`src/rtl/xrd_pkg.sv`:
```
// Shared types and constants of the xorshift128+ ranged draw block.
package xrd_pkg;

  localparam int unsigned WordW = 64;
  localparam int unsigned WarmW = 4;
  localparam int unsigned CfgIdxW = 2;

  // Generator shift amounts
  localparam int unsigned ShlA = 23;
  localparam int unsigned ShrA = 18;
  localparam int unsigned ShrB = 5;

  // Register indexes of the configuration port
  localparam logic [CfgIdxW-1:0] CFG_FIRST_SEED = 2'd0;
  localparam logic [CfgIdxW-1:0] CFG_SECOND_SEED = 2'd1;
  localparam logic [CfgIdxW-1:0] CFG_WARMUP = 2'd2;

  // Register reset values
  localparam logic [WordW-1:0] FIRST_SEED_RST = 64'd1;
  localparam logic [WordW-1:0] SECOND_SEED_RST = 64'd2;
  localparam logic [WarmW-1:0] WARMUP_RST = 4'd10;

  // Command codes
  localparam logic CMD_DRAW = 1'b0;
  localparam logic CMD_RESTART = 1'b1;

  // Depth of the queue between front and back
  localparam int unsigned QDepth = 2;
  localparam int unsigned QPtrW = (QDepth > 1) ? $clog2(QDepth) : 1;
  localparam int unsigned QCntW = $clog2(QDepth + 1);

  // Divider step counter
  localparam int unsigned DivCntW = $clog2(WordW);

  typedef enum logic {
    FR_IDLE,
    FR_WARM
  } front_state_e;

  typedef enum logic [1:0] {
    BK_IDLE,
    BK_DIV,
    BK_DONE
  } back_state_e;

  // One draw handed from front to back
  typedef struct packed {
    logic [WordW-1:0] sum;
    logic [WordW-1:0] lo;
    logic [WordW-1:0] span;
    logic             zero;
  } job_t;

  // Queue status seen by a producer or consumer
  typedef struct packed {
    logic full;
    logic valid;
  } q_status_t;

endpackage

```
`src/rtl/xrd_front.sv`:
```
// Front part: configuration registers, generator state, command handling.
module xrd_front
  import xrd_pkg::*;
(
  input  logic                     clk_i,
  input  logic                     rst_ni,
  input  logic                     cfg_we_i,
  input  logic [CfgIdxW-1:0]       cfg_idx_i,
  input  logic [WordW-1:0]         cfg_data_i,
  input  logic                     push,
  output logic                     full,
  input  logic                     command_i,
  input  logic signed [WordW-1:0]  low_bound_i,
  input  logic signed [WordW-1:0]  high_bound_i,
  input  q_status_t                q_status_i,
  output logic                     q_push_o,
  output job_t                     q_job_o
);

  front_state_e state_q, state_d;
  logic [WordW-1:0] word_a_q, word_a_d;
  logic [WordW-1:0] word_b_q, word_b_d;
  logic [WarmW-1:0] cnt_q, cnt_d;
  logic [WordW-1:0] first_seed_q, second_seed_q;
  logic [WarmW-1:0] warmup_q;

  logic             accept;
  logic [WordW-1:0] sum, t, next_b, span;

  // Hold configuration; users must write only while the block is idle (not enforced)
  always_ff @(posedge clk_i or negedge rst_ni) begin
    if (!rst_ni) begin
      first_seed_q  <= FIRST_SEED_RST;
      second_seed_q <= SECOND_SEED_RST;
      warmup_q      <= WARMUP_RST;
    end else if (cfg_we_i) begin
      case (cfg_idx_i)
        CFG_FIRST_SEED:  first_seed_q  <= cfg_data_i;
        CFG_SECOND_SEED: second_seed_q <= cfg_data_i;
        CFG_WARMUP:      warmup_q      <= cfg_data_i[WarmW-1:0];
        default: ;
      endcase
    end
  end

  // One generator advance
  always_comb begin
    sum    = word_a_q + word_b_q;
    t      = word_a_q ^ (word_a_q << ShlA);
    next_b = t ^ word_b_q ^ (t >> ShrA) ^ (word_b_q >> ShrB);
    span   = high_bound_i - low_bound_i;
  end

  assign full   = (state_q == FR_WARM) || q_status_i.full;
  assign accept = push && !full;

  // Next state: load seeds and warm up on restart, advance and queue on draw
  always_comb begin
    state_d  = state_q;
    word_a_d = word_a_q;
    word_b_d = word_b_q;
    cnt_d    = cnt_q;
    q_push_o = 1'b0;
    q_job_o  = '{sum: sum, lo: low_bound_i, span: span, zero: (span == '0)};
    case (state_q)
      FR_IDLE: begin
        if (accept && (command_i == CMD_RESTART)) begin
          word_a_d = first_seed_q;
          word_b_d = second_seed_q;
          cnt_d    = warmup_q;
          if (warmup_q != '0) begin
            state_d = FR_WARM;
          end
        end else if (accept) begin
          word_a_d = word_b_q;
          word_b_d = next_b;
          q_push_o = 1'b1;
        end
      end
      FR_WARM: begin
        word_a_d = word_b_q;
        word_b_d = next_b;
        cnt_d    = cnt_q - 1'b1;
        if (cnt_q == WarmW'(1)) begin
          state_d = FR_IDLE;
        end
      end
      default: state_d = FR_IDLE;
    endcase
  end

  always_ff @(posedge clk_i or negedge rst_ni) begin
    if (!rst_ni) begin
      state_q  <= FR_IDLE;
      word_a_q <= '0;
      word_b_q <= '0;
      cnt_q    <= '0;
    end else begin
      state_q  <= state_d;
      word_a_q <= word_a_d;
      word_b_q <= word_b_d;
      cnt_q    <= cnt_d;
    end
  end

  // A restart with warm-up steps enters the warm-up loop
  assert property (@(posedge clk_i) disable iff (!rst_ni)
    (accept && command_i == CMD_RESTART && warmup_q != '0) |=> (state_q == FR_WARM))
    else $error("restart did not start warm-up");

  // Warm-up never runs with a zero count
  assert property (@(posedge clk_i) disable iff (!rst_ni)
    (state_q == FR_WARM) |-> (cnt_q != '0))
    else $error("warm-up counter underflow");

  // Nothing is queued during warm-up
  assert property (@(posedge clk_i) disable iff (!rst_ni)
    (state_q == FR_WARM) |-> !q_push_o)
    else $error("draw queued during warm-up");

endmodule

```
`src/rtl/xrd_queue.sv`:
```
// Short queue of draw jobs between the front and back parts.
module xrd_queue
  import xrd_pkg::*;
(
  input  logic      clk_i,
  input  logic      rst_ni,
  input  logic      push_i,
  input  job_t      job_i,
  input  logic      pop_i,
  output job_t      job_o,
  output q_status_t status_o
);

  job_t             mem_q [QDepth];
  logic [QPtrW-1:0] wptr_q, rptr_q;
  logic [QCntW-1:0] cnt_q;
  logic             do_push, do_pop;

  assign status_o.full  = (cnt_q == QCntW'(QDepth));
  assign status_o.valid = (cnt_q != '0);
  assign do_push = push_i && !status_o.full;
  assign do_pop  = pop_i && status_o.valid;
  assign job_o   = mem_q[rptr_q];

  // Store a pushed beat
  always_ff @(posedge clk_i) begin
    if (do_push) begin
      mem_q[wptr_q] <= job_i;
    end
  end

  // Advance pointers and fill count
  always_ff @(posedge clk_i or negedge rst_ni) begin
    if (!rst_ni) begin
      wptr_q <= '0;
      rptr_q <= '0;
      cnt_q  <= '0;
    end else begin
      if (do_push) begin
        wptr_q <= (wptr_q == QPtrW'(QDepth - 1)) ? '0 : wptr_q + 1'b1;
      end
      if (do_pop) begin
        rptr_q <= (rptr_q == QPtrW'(QDepth - 1)) ? '0 : rptr_q + 1'b1;
      end
      case ({do_push, do_pop})
        2'b10:   cnt_q <= cnt_q + 1'b1;
        2'b01:   cnt_q <= cnt_q - 1'b1;
        default: cnt_q <= cnt_q;
      endcase
    end
  end

  // Fill count stays within depth
  assert property (@(posedge clk_i) disable iff (!rst_ni)
    cnt_q <= QCntW'(QDepth))
    else $error("queue overflow");

  // The front never pushes into a full queue
  assert property (@(posedge clk_i) disable iff (!rst_ni)
    push_i |-> !status_o.full)
    else $error("push while full");

  // The back never pops an empty queue
  assert property (@(posedge clk_i) disable iff (!rst_ni)
    pop_i |-> status_o.valid)
    else $error("pop while empty");

endmodule

```
`src/rtl/xrd_back.sv`:
```
// Back part: radix-2 remainder unit, offset add and result register.
module xrd_back
  import xrd_pkg::*;
(
  input  logic                    clk_i,
  input  logic                    rst_ni,
  input  job_t                    job_i,
  input  q_status_t               q_status_i,
  output logic                    q_pop_o,
  output logic                    empty,
  input  logic                    pop,
  output logic signed [WordW-1:0] value_o,
  output logic [WordW-1:0]        raw_sum_o,
  output logic                    span_zero_o
);

  back_state_e state_q, state_d;
  logic [WordW-1:0]   rem_q, rem_d;
  logic [WordW-1:0]   dvd_q, dvd_d;
  logic [WordW-1:0]   span_q, sum_q, lo_q;
  logic               zero_q;
  logic [DivCntW-1:0] cnt_q, cnt_d;
  logic               load_job, load_out, out_free;
  logic               out_valid_q;
  logic [WordW-1:0]   val_q, raw_q;
  logic               zflag_q;
  logic [WordW:0]     trial, diff;

  // One restoring step: shift in the next dividend bit, subtract if it fits
  always_comb begin
    trial = {rem_q, dvd_q[WordW-1]};
    diff  = trial - {1'b0, span_q};
  end

  assign out_free = !out_valid_q || pop;

  always_comb begin
    state_d  = state_q;
    rem_d    = rem_q;
    dvd_d    = dvd_q;
    cnt_d    = cnt_q;
    load_job = 1'b0;
    load_out = 1'b0;
    case (state_q)
      BK_IDLE: begin
        if (q_status_i.valid) begin
          load_job = 1'b1;
          rem_d    = '0;
          dvd_d    = job_i.sum;
          cnt_d    = '0;
          state_d  = job_i.zero ? BK_DONE : BK_DIV;
        end
      end
      BK_DIV: begin
        rem_d = diff[WordW] ? trial[WordW-1:0] : diff[WordW-1:0];
        dvd_d = dvd_q << 1;
        cnt_d = cnt_q + 1'b1;
        if (cnt_q == DivCntW'(WordW - 1)) begin
          state_d = BK_DONE;
        end
      end
      BK_DONE: begin
        if (out_free) begin
          load_out = 1'b1;
          state_d  = BK_IDLE;
        end
      end
      default: state_d = BK_IDLE;
    endcase
  end

  assign q_pop_o = load_job;

  // Hold the job operands and remainder
  always_ff @(posedge clk_i) begin
    rem_q <= rem_d;
    dvd_q <= dvd_d;
    if (load_job) begin
      span_q <= job_i.span;
      sum_q  <= job_i.sum;
      lo_q   <= job_i.lo;
      zero_q <= job_i.zero;
    end
    if (load_out) begin
      val_q   <= zero_q ? '0 : rem_q + lo_q;
      raw_q   <= sum_q;
      zflag_q <= zero_q;
    end
  end

  always_ff @(posedge clk_i or negedge rst_ni) begin
    if (!rst_ni) begin
      state_q     <= BK_IDLE;
      cnt_q       <= '0;
      out_valid_q <= 1'b0;
    end else begin
      state_q <= state_d;
      cnt_q   <= cnt_d;
      if (load_out) begin
        out_valid_q <= 1'b1;
      end else if (pop) begin
        out_valid_q <= 1'b0;
      end
    end
  end

  assign empty       = !out_valid_q;
  assign value_o     = val_q;
  assign raw_sum_o   = raw_q;
  assign span_zero_o = zflag_q;

  // A waiting result is never overwritten
  assert property (@(posedge clk_i) disable iff (!rst_ni)
    (out_valid_q && !pop) |=> ($stable(val_q) && $stable(raw_q) && out_valid_q))
    else $error("waiting result overwritten");

  // The divider runs its full count before finishing
  assert property (@(posedge clk_i) disable iff (!rst_ni)
    (state_q == BK_DIV && cnt_q != DivCntW'(WordW - 1)) |=> (state_q == BK_DIV))
    else $error("divider left early");

  // Remainder stays below the divisor while dividing
  assert property (@(posedge clk_i) disable iff (!rst_ni)
    (state_q == BK_DIV) |-> (rem_q < span_q))
    else $error("remainder out of range");

endmodule

```
`src/rtl/xorshift128plus_ranged_draw.sv`:
```
// Top level of the xorshift128+ ranged draw block.
//
// Input channel (push/full): each beat is a command with two bounds. A draw
// (command 0) advances the xorshift128+ generator once and yields one result;
// a restart (command 1) loads both state words from the seed registers and
// runs warmup_steps advances, yielding nothing. The front takes a draw
// whenever full is low; a restart keeps full high until its warm-up is done.
// Result channel (empty/pop): value = (raw_sum mod span) + low_bound, where
// span = high_bound - low_bound wrapped; a zero span gives value 0 and sets
// span_zero. Each draw passes through the radix-2 remainder unit (a zero
// span skips the division), which holds one job at a time: the back pops
// the next job only after the last result has entered the result register.
// A two-entry queue lets the front keep accepting while the back divides.
// Reset clears the state words to zero, the seeds to 1 and 2 and the warm-up
// count to 10. When the receiver stalls, the result register holds, the back
// waits, the queue fills, and then full stays high.
// Configuration: cfg_we_i writes cfg_data_i to register cfg_idx_i (0 first
// seed, 1 second seed, 2 warm-up steps); the user must write it only while
// the block is idle, which the block itself does not enforce.
module xorshift128plus_ranged_draw
  import xrd_pkg::*;
(
  input  logic                    clk_i,
  input  logic                    rst_ni,
  input  logic                    cfg_we_i,
  input  logic [CfgIdxW-1:0]      cfg_idx_i,
  input  logic [WordW-1:0]        cfg_data_i,
  input  logic                    push,
  output logic                    full,
  input  logic                    command_i,
  input  logic signed [WordW-1:0] low_bound_i,
  input  logic signed [WordW-1:0] high_bound_i,
  output logic                    empty,
  input  logic                    pop,
  output logic signed [WordW-1:0] value_o,
  output logic [WordW-1:0]        raw_sum_o,
  output logic                    span_zero_o
);

  q_status_t q_status;
  logic      q_push, q_pop;
  job_t      job_in, job_out;

  xrd_front u_front (
    .clk_i        (clk_i),
    .rst_ni       (rst_ni),
    .cfg_we_i     (cfg_we_i),
    .cfg_idx_i    (cfg_idx_i),
    .cfg_data_i   (cfg_data_i),
    .push         (push),
    .full         (full),
    .command_i    (command_i),
    .low_bound_i  (low_bound_i),
    .high_bound_i (high_bound_i),
    .q_status_i   (q_status),
    .q_push_o     (q_push),
    .q_job_o      (job_in)
  );

  xrd_queue u_queue (
    .clk_i    (clk_i),
    .rst_ni   (rst_ni),
    .push_i   (q_push),
    .job_i    (job_in),
    .pop_i    (q_pop),
    .job_o    (job_out),
    .status_o (q_status)
  );

  xrd_back u_back (
    .clk_i       (clk_i),
    .rst_ni      (rst_ni),
    .job_i       (job_out),
    .q_status_i  (q_status),
    .q_pop_o     (q_pop),
    .empty       (empty),
    .pop         (pop),
    .value_o     (value_o),
    .raw_sum_o   (raw_sum_o),
    .span_zero_o (span_zero_o)
  );

endmodule
```
`config.mk`:
```
export PLATFORM = sky130hd
export DESIGN_NAME = xorshift128plus_ranged_draw
export DESIGN_NICKNAME = d
export VERILOG_FILES = /design/src/rtl/xrd_pkg.sv /design/src/rtl/xrd_front.sv /design/src/rtl/xrd_queue.sv /design/src/rtl/xrd_back.sv /design/src/rtl/xorshift128plus_ranged_draw.sv
export SDC_FILE = /design/constraint.sdc
export NUM_CORES = 2
export LEC_CHECK = 0
export BUFFER_PORTS_ARGS = -buffer_cell sky130_fd_sc_hd__clkbuf_2
export CAP_MARGIN = 20
export CELL_PAD_IN_SITES_DETAIL_PLACEMENT = 1
export CELL_PAD_IN_SITES_GLOBAL_PLACEMENT = 1
export CORE_MARGIN = 2
export CORE_UTILIZATION = 54
export CTS_CLUSTER_DIAMETER = 100
export DETAILED_ROUTE_END_ITERATION = 6
export GPL_ROUTABILITY_DRIVEN = 0
export PLACE_DENSITY_LB_ADDON = 0.1
export SLEW_MARGIN = 40
export SYNTH_ARGS = -nofsm -noshare
export SYNTH_HDL_FRONTEND = slang
export SYNTH_HIERARCHICAL = 1
export SYNTH_SLANG_ARGS = --single-unit
```
`constraint.sdc`:
```
create_clock -name clk_i -period 38.4 [get_ports clk_i]
set_clock_uncertainty 0.05 [all_clocks]
set_input_delay 1.92 -clock clk_i [delete_from_list [all_inputs] [get_ports clk_i]]
set_output_delay 1.92 -clock clk_i [all_outputs]
set_load 0.05 [all_outputs]
```
# After elaboration in Yosys (flattened, before gate mapping)
# Memories as Yosys holds them, arrays and structs flattened.
# Cells that the tools add are included.
[totals]
rom_bits = 0
ramBits = 386
out_inout_bits = 131
latch_bits = 0
mem_count = 1
wordCells = 112
input_bits = 200
ff_bits = 728
[memory_table]
columns = ["name", "depth", "width", "read_ports", "rd_ports_with_merged_regs", "write_ports", "line", "source"]
rows = [
  ["u_queue.mem_q", 2, 193, 1, 0, 1, "xrd_queue.sv:14", "job_t mem_q [QDepth];"],
]
[classes]
shifts = 0
mux = 38
eq_ne = 14
n_bitwise = 5
magnitude_cmp = 0
n_addsub = 10
reduce_logical = 22
n_mul = 0
n_div = 0
[op_table]
columns = ["operator", "n"]
rows = [
  ["64-bit case mux with 2 select lines", 4],
  ["64-bit 2-to-1 mux", 7],
  ["64-bit adder", 2],
  ["64-bit bitwise XOR", 2],
  ["65-bit by 64-bit subtractor with 65-bit output", 1],
  ["64-bit logical NOT", 1],
  ["64-bit subtractor", 1],
  ["64-bit by 46-bit bitwise XOR with 64-bit output", 1],
  ["64-bit by 59-bit bitwise XOR with 64-bit output", 1],
  ["1-bit 2-to-1 mux", 16],
  ["6-bit case mux with 2 select lines", 1],
  ["2-bit equality test (second input constant)", 4],
  ["2-bit 2-to-1 mux", 4],
  ["4-bit case mux with 2 select lines", 1],
  ["2-bit AND reduction", 4],
  ["2-bit nonzero test", 4],
  ["6-bit by 1-bit adder with 6-bit output (second input constant)", 1],
  ["2-bit by 1-bit equality test with 1-bit output (second input constant)", 3],
  ["6-bit equality test (second input constant)", 1],
  ["6-bit 2-to-1 mux", 1],
  ["2-bit by 1-bit inequality test with 1-bit output (second input constant)", 3],
  ["2-bit case mux with 3 select lines", 1],
  ["4-bit by 1-bit equality test with 1-bit output (second input constant)", 1],
  ["1-bit logical AND", 4],
  ["other kinds (15)", 20],
]

# Longest topological paths before layout
[depth]
ltp_word = 10
mapped_depth = 15
mapped_depth_nobuf = 14

# Hierarchy
# Netlist, hierarchy kept.
[modules_own_cells]
columns = ["module", "n_inst", "seq_area_each_um2", "area_each_um2", "cells_per_inst"]
rows = [
  ["xrd_back", 1, 13738.2, 24076.8, 2166],
  ["xrd_front", 1, 6636.4, 21020.2, 2459],
  ["xrd_queue", 1, 11691.2, 14794.2, 619],
]

# Worst setup path after synthesis
# OpenSTA, ideal clock, no wires.
[synth_timing]
path_type = "register to register"
start = "register u_back.state_q[0]"
end = "register u_queue.cnt_q[1]"
setup_ns = 0.079
required_time_ns = 38.271
slack_ns = 21.842
t_arrival_ns = 16.429
n_path_buf = 1
stages_incl_launch_ff = 7
cell_sequence = "dfrtp_1 > clkbuf_1 > nor3b_1 > and2_1 > ha_1 > nor2_1 > xor2_1"
[synth_between]
elab_chain_len = 5
elab_cells_between_ends = 7
[synth_lines]
columns = ["element", "line", "source"]
rows = [
  ["start, declared", "xrd_back.sv:17", "back_state_e state_q, state_d;"],
  ["start signal, assigned", "xrd_back.sv:97", "state_q <= state_d;"],
  ["2-bit logical NOT (*)", "xrd_back.sv:44", "case (state_q)"],
  ["1-bit 2-to-1 mux (*)", "xrd_back.sv:44", ""],
  ["named net q_pop", "xorshift128plus_ranged_draw.sv:41", "logic q_push, q_pop;"],
  ["1-bit logical AND (*)", "xrd_queue.sv:22", "assign do_pop = pop_i && status_o.valid;"],
  ["named net u_queue.do_pop", "xrd_queue.sv:17", "logic do_push, do_pop;"],
  ["2-bit by 1-bit equality test with 1-bit output / 2-bit equality test (equally long branches)", "xrd_queue.sv:45", "case ({do_push, do_pop})"],
  ["2-bit case mux with 2 select lines / 2-bit nonzero test (equally long branches)", "--", ""],
  ["end signal, assigned", "xrd_queue.sv:46", "2'b10: cnt_q <= cnt_q + 1'b1;"],
  ["end signal, assigned", "xrd_queue.sv:47", "2'b01: cnt_q <= cnt_q - 1'b1;"],
  ["end signal, assigned", "xrd_queue.sv:48", "default: cnt_q <= cnt_q;"],
  ["end, declared", "xrd_queue.sv:16", "logic [QCntW-1:0] cnt_q;"],
]
# The timed path passes the listed nets; every way through them passes the cells marked *.
# A chain may end at the register's enable or synchronous reset.

==> flow_metrics.py <==
metrics = {
    "power_and_ir_drop": {
        "p_int_uw": 4040,
        "swShare_pct": 43.7,
        "leakage_uw": 0.0273,
        "p_clk_share_pct": 16.9,
        "powerDensity_nw_per_um2": 108,
        "vdd_drop_max_uv": 64.0,
        "pwr-share-comb_pct": 51.7,
        "p_switching_uw": 3130,
        "pwr-share-seq_pct": 31.4,
    },
    "clock_network": {
        "cts.sink_count": 1114,
        "cts_tree": "yes",
        "h-tree-depth": 3,
        "ctsResizeCount": 0,
        "cts_hold_buffers": 0,
        "cts.clk_slew.worst_paths_ns": 0.06,
        "cts_buffers": 119,
        "clockBufferDepth": 3,
        "root_buffer": "clkbuf_16",
        "postCtsSetupBuffers": 0,
        "worst_skew_pair.late_latency_ns": 0.73,
    },
    "route": {
        "vias": 42600,
        "drt_wl_total_um": 174000,
        "avgViaCountPerCell": 6.06,
        "wl_per_cell_um": 24.9,
        "drc_errors": 0,
        "postRouteAntennaNets": 0,
        "firstDrtPassIters": 5,
        "drtIter0Drc": 2950,
    },
    "yosys": {
        "synth_fa_ha_area_share_pct": 5.50,
        "muxShareOfSynthArea_pct": 8.14,
        "syn_inst": 5244,
        "ys_ff_latch": 1114,
        "ys.flop_type": "edfxtp_1",
        "syn_avg_cell_area_sq_um": 11.4,
        "syn-cell-area_sq_um": 59900,
        "yosys_warnings": 6,
        "synth_cell_types": 88,
        "async_flop_share_pct": 25.0,
        "synthXorXnorAreaFrac_pct": 5.62,
        "synth_compound_area_share_pct": 12.7,
        "synth_edf_count": 836,
        "synth_nets": 5705,
        "synth_simple_gate_area_share_pct": 10.3,
        "ys_seq_area_share_pct": 53.5,
        "synth_top_family_by_area": "compound AO/OA/AOI/OAI gates",
    },
    "worst_setup_path": {
        "ff2ff_path_depth": 15,
        "critPathLaunchType": "primary input",
        "cp_max_fo": 6,
        "crit_start": "low_bound_i[0]",
        "timing.rr.start": "u_back/dvd_q[63]$_DFFE_PP_",
        "cp.required_ns": 38.89,
        "path_class": "in2reg",
        "endpoint": "u_queue/mem_q[0][0]$_DFFE_PP_",
        "r2r-end": "u_back/rem_q[0]$_SDFFCE_PN0P_",
        "cp-end-kind": "register",
        "reg2reg_slack_ns": 32.76,
        "cp.arrival_ns": 6.74,
    },
    "hold_path": {
        "hold_path.class": "reg2reg",
    },
    "finish": {
        "fin_util_pct": 60.3,
        "finalNonFillerCells": 7017,
        "final_common_cell": "edfxtp_1",
        "postLayoutCellArea_sq_um": 66500,
        "nNetsFinal": 5879,
        "drive_gt1_share_pct": 17.2,
        "area_delta_synth_final_pct": 11.1,
        "fillCellCount": 11400,
        "layout_common_cells": "836 x edfxtp_1, 569 x nand2_1, 362 x a21oi_1, 329 x clkbuf_2, 292 x nor2_1",
    },
    "status": {
        "status": "finished clean",
    },
    "timing": {
        "maxSlewViolCount": 0,
        "worst_slew_pin_slew_ns": 0.851,
        "finalSetupViolations": 0,
        "fin_crit_sh_pct": 16.3,
        "tns_ns": 0,
        "period_needed_ns": 6.25,
        "fmax_mhz": 160,
        "rsz0062_at_grt": "false",
        "hold_violations": 0,
        "timing.slew.headroom_pct": 42.5,
    },
    "place": {
        "dpl_cell_area_sq_um": 62300,
        "hpwl_um": 128000,
        "portBuffers": 330,
        "place_inst": 6783,
    },
    "global_routing": {
        "grt_pass1_vias": 44700,
        "grt_max_degree": 152,
        "globalRouteOverflowTotal": 0,
        "globalRouteTotalUtil_pct": 30.4,
        "grt_antenna_before_repair": 16,
        "grt_pass1_wl_um": 264000,
    },
    "run": {
        "cap_violations": 0,
    },
    "floorplanning": {
        "chipHeight_um": 337,
        "io-pin-count": 331,
        "die_x_um": 337,
        "coreArea_sq_um": 110000,
        "row_count": 122,
        "die_area_sq_um": 114000,
        "initial_core_util_pct": 54.3,
    },
}
[power by group through the flow]
| stage | Sequential (uW) | Combinational (uW) | Clock (uW) |
|---|---|---|---|
| after floorplan | 2370 | 2600 | 0 |
| after global placement | 2250 | 3480 | 0 |
| after detailed placement | 2270 | 3630 | 0 |
| after CTS | 2250 | 3680 | 1230 |
| after global routing | 2290 | 4060 | 1270 |
| final | 2250 | 3710 | 1210 |
[state kept, by name, summed over array words and instances, names as in the netlist, 64 cells and up]
signal,count
u_back/rem_q,64
u_back/dvd_q,64
u_back/lo_q,64
u_back/span_q,64
u_back/raw_sum_o,64
u_back/sum_q,64
u_front/first_seed_q,64
u_queue/mem_q,386
u_front/word_b_q,64
u_back/value_o,64
u_front/word_a_q,64
u_front/second_seed_q,64
[stage by stage]
step	hold slack, ns	setup slack (ns)	total power (uW)
6_report	0.364	32.15	7170
5_1_grt	0.373	32.02	7620
4_1_cts	0.365	32.22	7160
3_5_place_dp	0.355	31.44	5900
3_3_place_gp	0.350	31.60	5730
2_1_floorplan	0.350	21.84	4970
[worst min-delay path by stage]
stage	from	endpoint	slack [ns]	cells after the start
floorplan	u_back/sum_q[0]$_DFFE_PP_	u_back/raw_sum_o[0]$_DFFE_PP_	0.35	0
global placement	u_back/sum_q[36]$_DFFE_PP_	u_back/raw_sum_o[36]$_DFFE_PP_	0.35	0
detailed placement	u_back/sum_q[18]$_DFFE_PP_	u_back/raw_sum_o[18]$_DFFE_PP_	0.36	0
CTS	u_back/sum_q[18]$_DFFE_PP_	u_back/raw_sum_o[18]$_DFFE_PP_	0.36	0
global route	u_back/sum_q[18]$_DFFE_PP_	u_back/raw_sum_o[18]$_DFFE_PP_	0.37	0
finish	u_back/sum_q[18]$_DFFE_PP_	u_back/raw_sum_o[18]$_DFFE_PP_	0.36	0
[final cells by class]
class / instances / area (sq um) / share of cell area [%]
sequential: 1114 / 32100 / 48.2
multi-input combinational: 3577 / 25400 / 38.2
clock buffer: 151 / 3300 / 4.97
timing repair buffer: 368 / 2100 / 3.15
tap: 1488 / 1860 / 2.80
inverter: 238 / 898 / 1.35
clock inverter: 76 / 878 / 1.32
antenna: 5 / 12.5 / 0.0188
[synthesized netlist by cell type (all sizes together), types with 25 or more instances]
cell / count / area [sq um]
edfxtp: 836 / 25100
nand2: 569 / 2140
a21oi: 364 / 1820
mux2: 330 / 4320
nor2: 295 / 1110
o21ai: 288 / 1440
xnor2: 283 / 2480
dfrtp: 274 / 6860
ha: 257 / 3220
inv: 238 / 893
clkbuf: 204 / 766
a21o: 147 / 1100
buf: 111 / 852
xor2: 101 / 885
nand3: 96 / 485
a22oi: 87 / 653
nand4: 78 / 488
nor3: 73 / 365
mux2i: 56 / 561
o21bai: 47 / 353
nand2b: 35 / 219
and3: 34 / 213
nor2b: 29 / 181
a211oi: 28 / 225
a31oi: 28 / 175
o211ai: 25 / 188
o21a: 25 / 188
[critical path, stage by stage]
cell	delay [ns]
clkbuf_2	0.11
ha_1	0.24
fa_1	0.40
nand2b_1	0.20
a211oi_2	0.41
o21ai_1	0.23
o2111ai_1	0.66
a21oi_1	0.28
o41ai_1	0.45
xor2_1	0.20
a2111o_1	0.43
or4b_2	0.67
nor4_1	0.26
nor4b_2	0.29
[kinds of logic after synthesis]
group                      Yosys count
and+or+nand+nor                   1340
AOI/OAI and AO/OA                 1206
DFF                               1114
buffers and inverters              553
muxes                              386
xor gates and xnor gates           384
adders and majority gates          261
[metal layers]
layer / vias up / global-route usage [%] / part of all wire, %
li1: 19400 / - / -
met1: 21400 / 38.3 / 41
met2: 1296 / 52.7 / 50
met3: 380 / 3.43 / 4.7
met4: 4 / 13.9 / 4.9
met5: - / 0 / 0.013
Power figures use the tool's default switching activity.
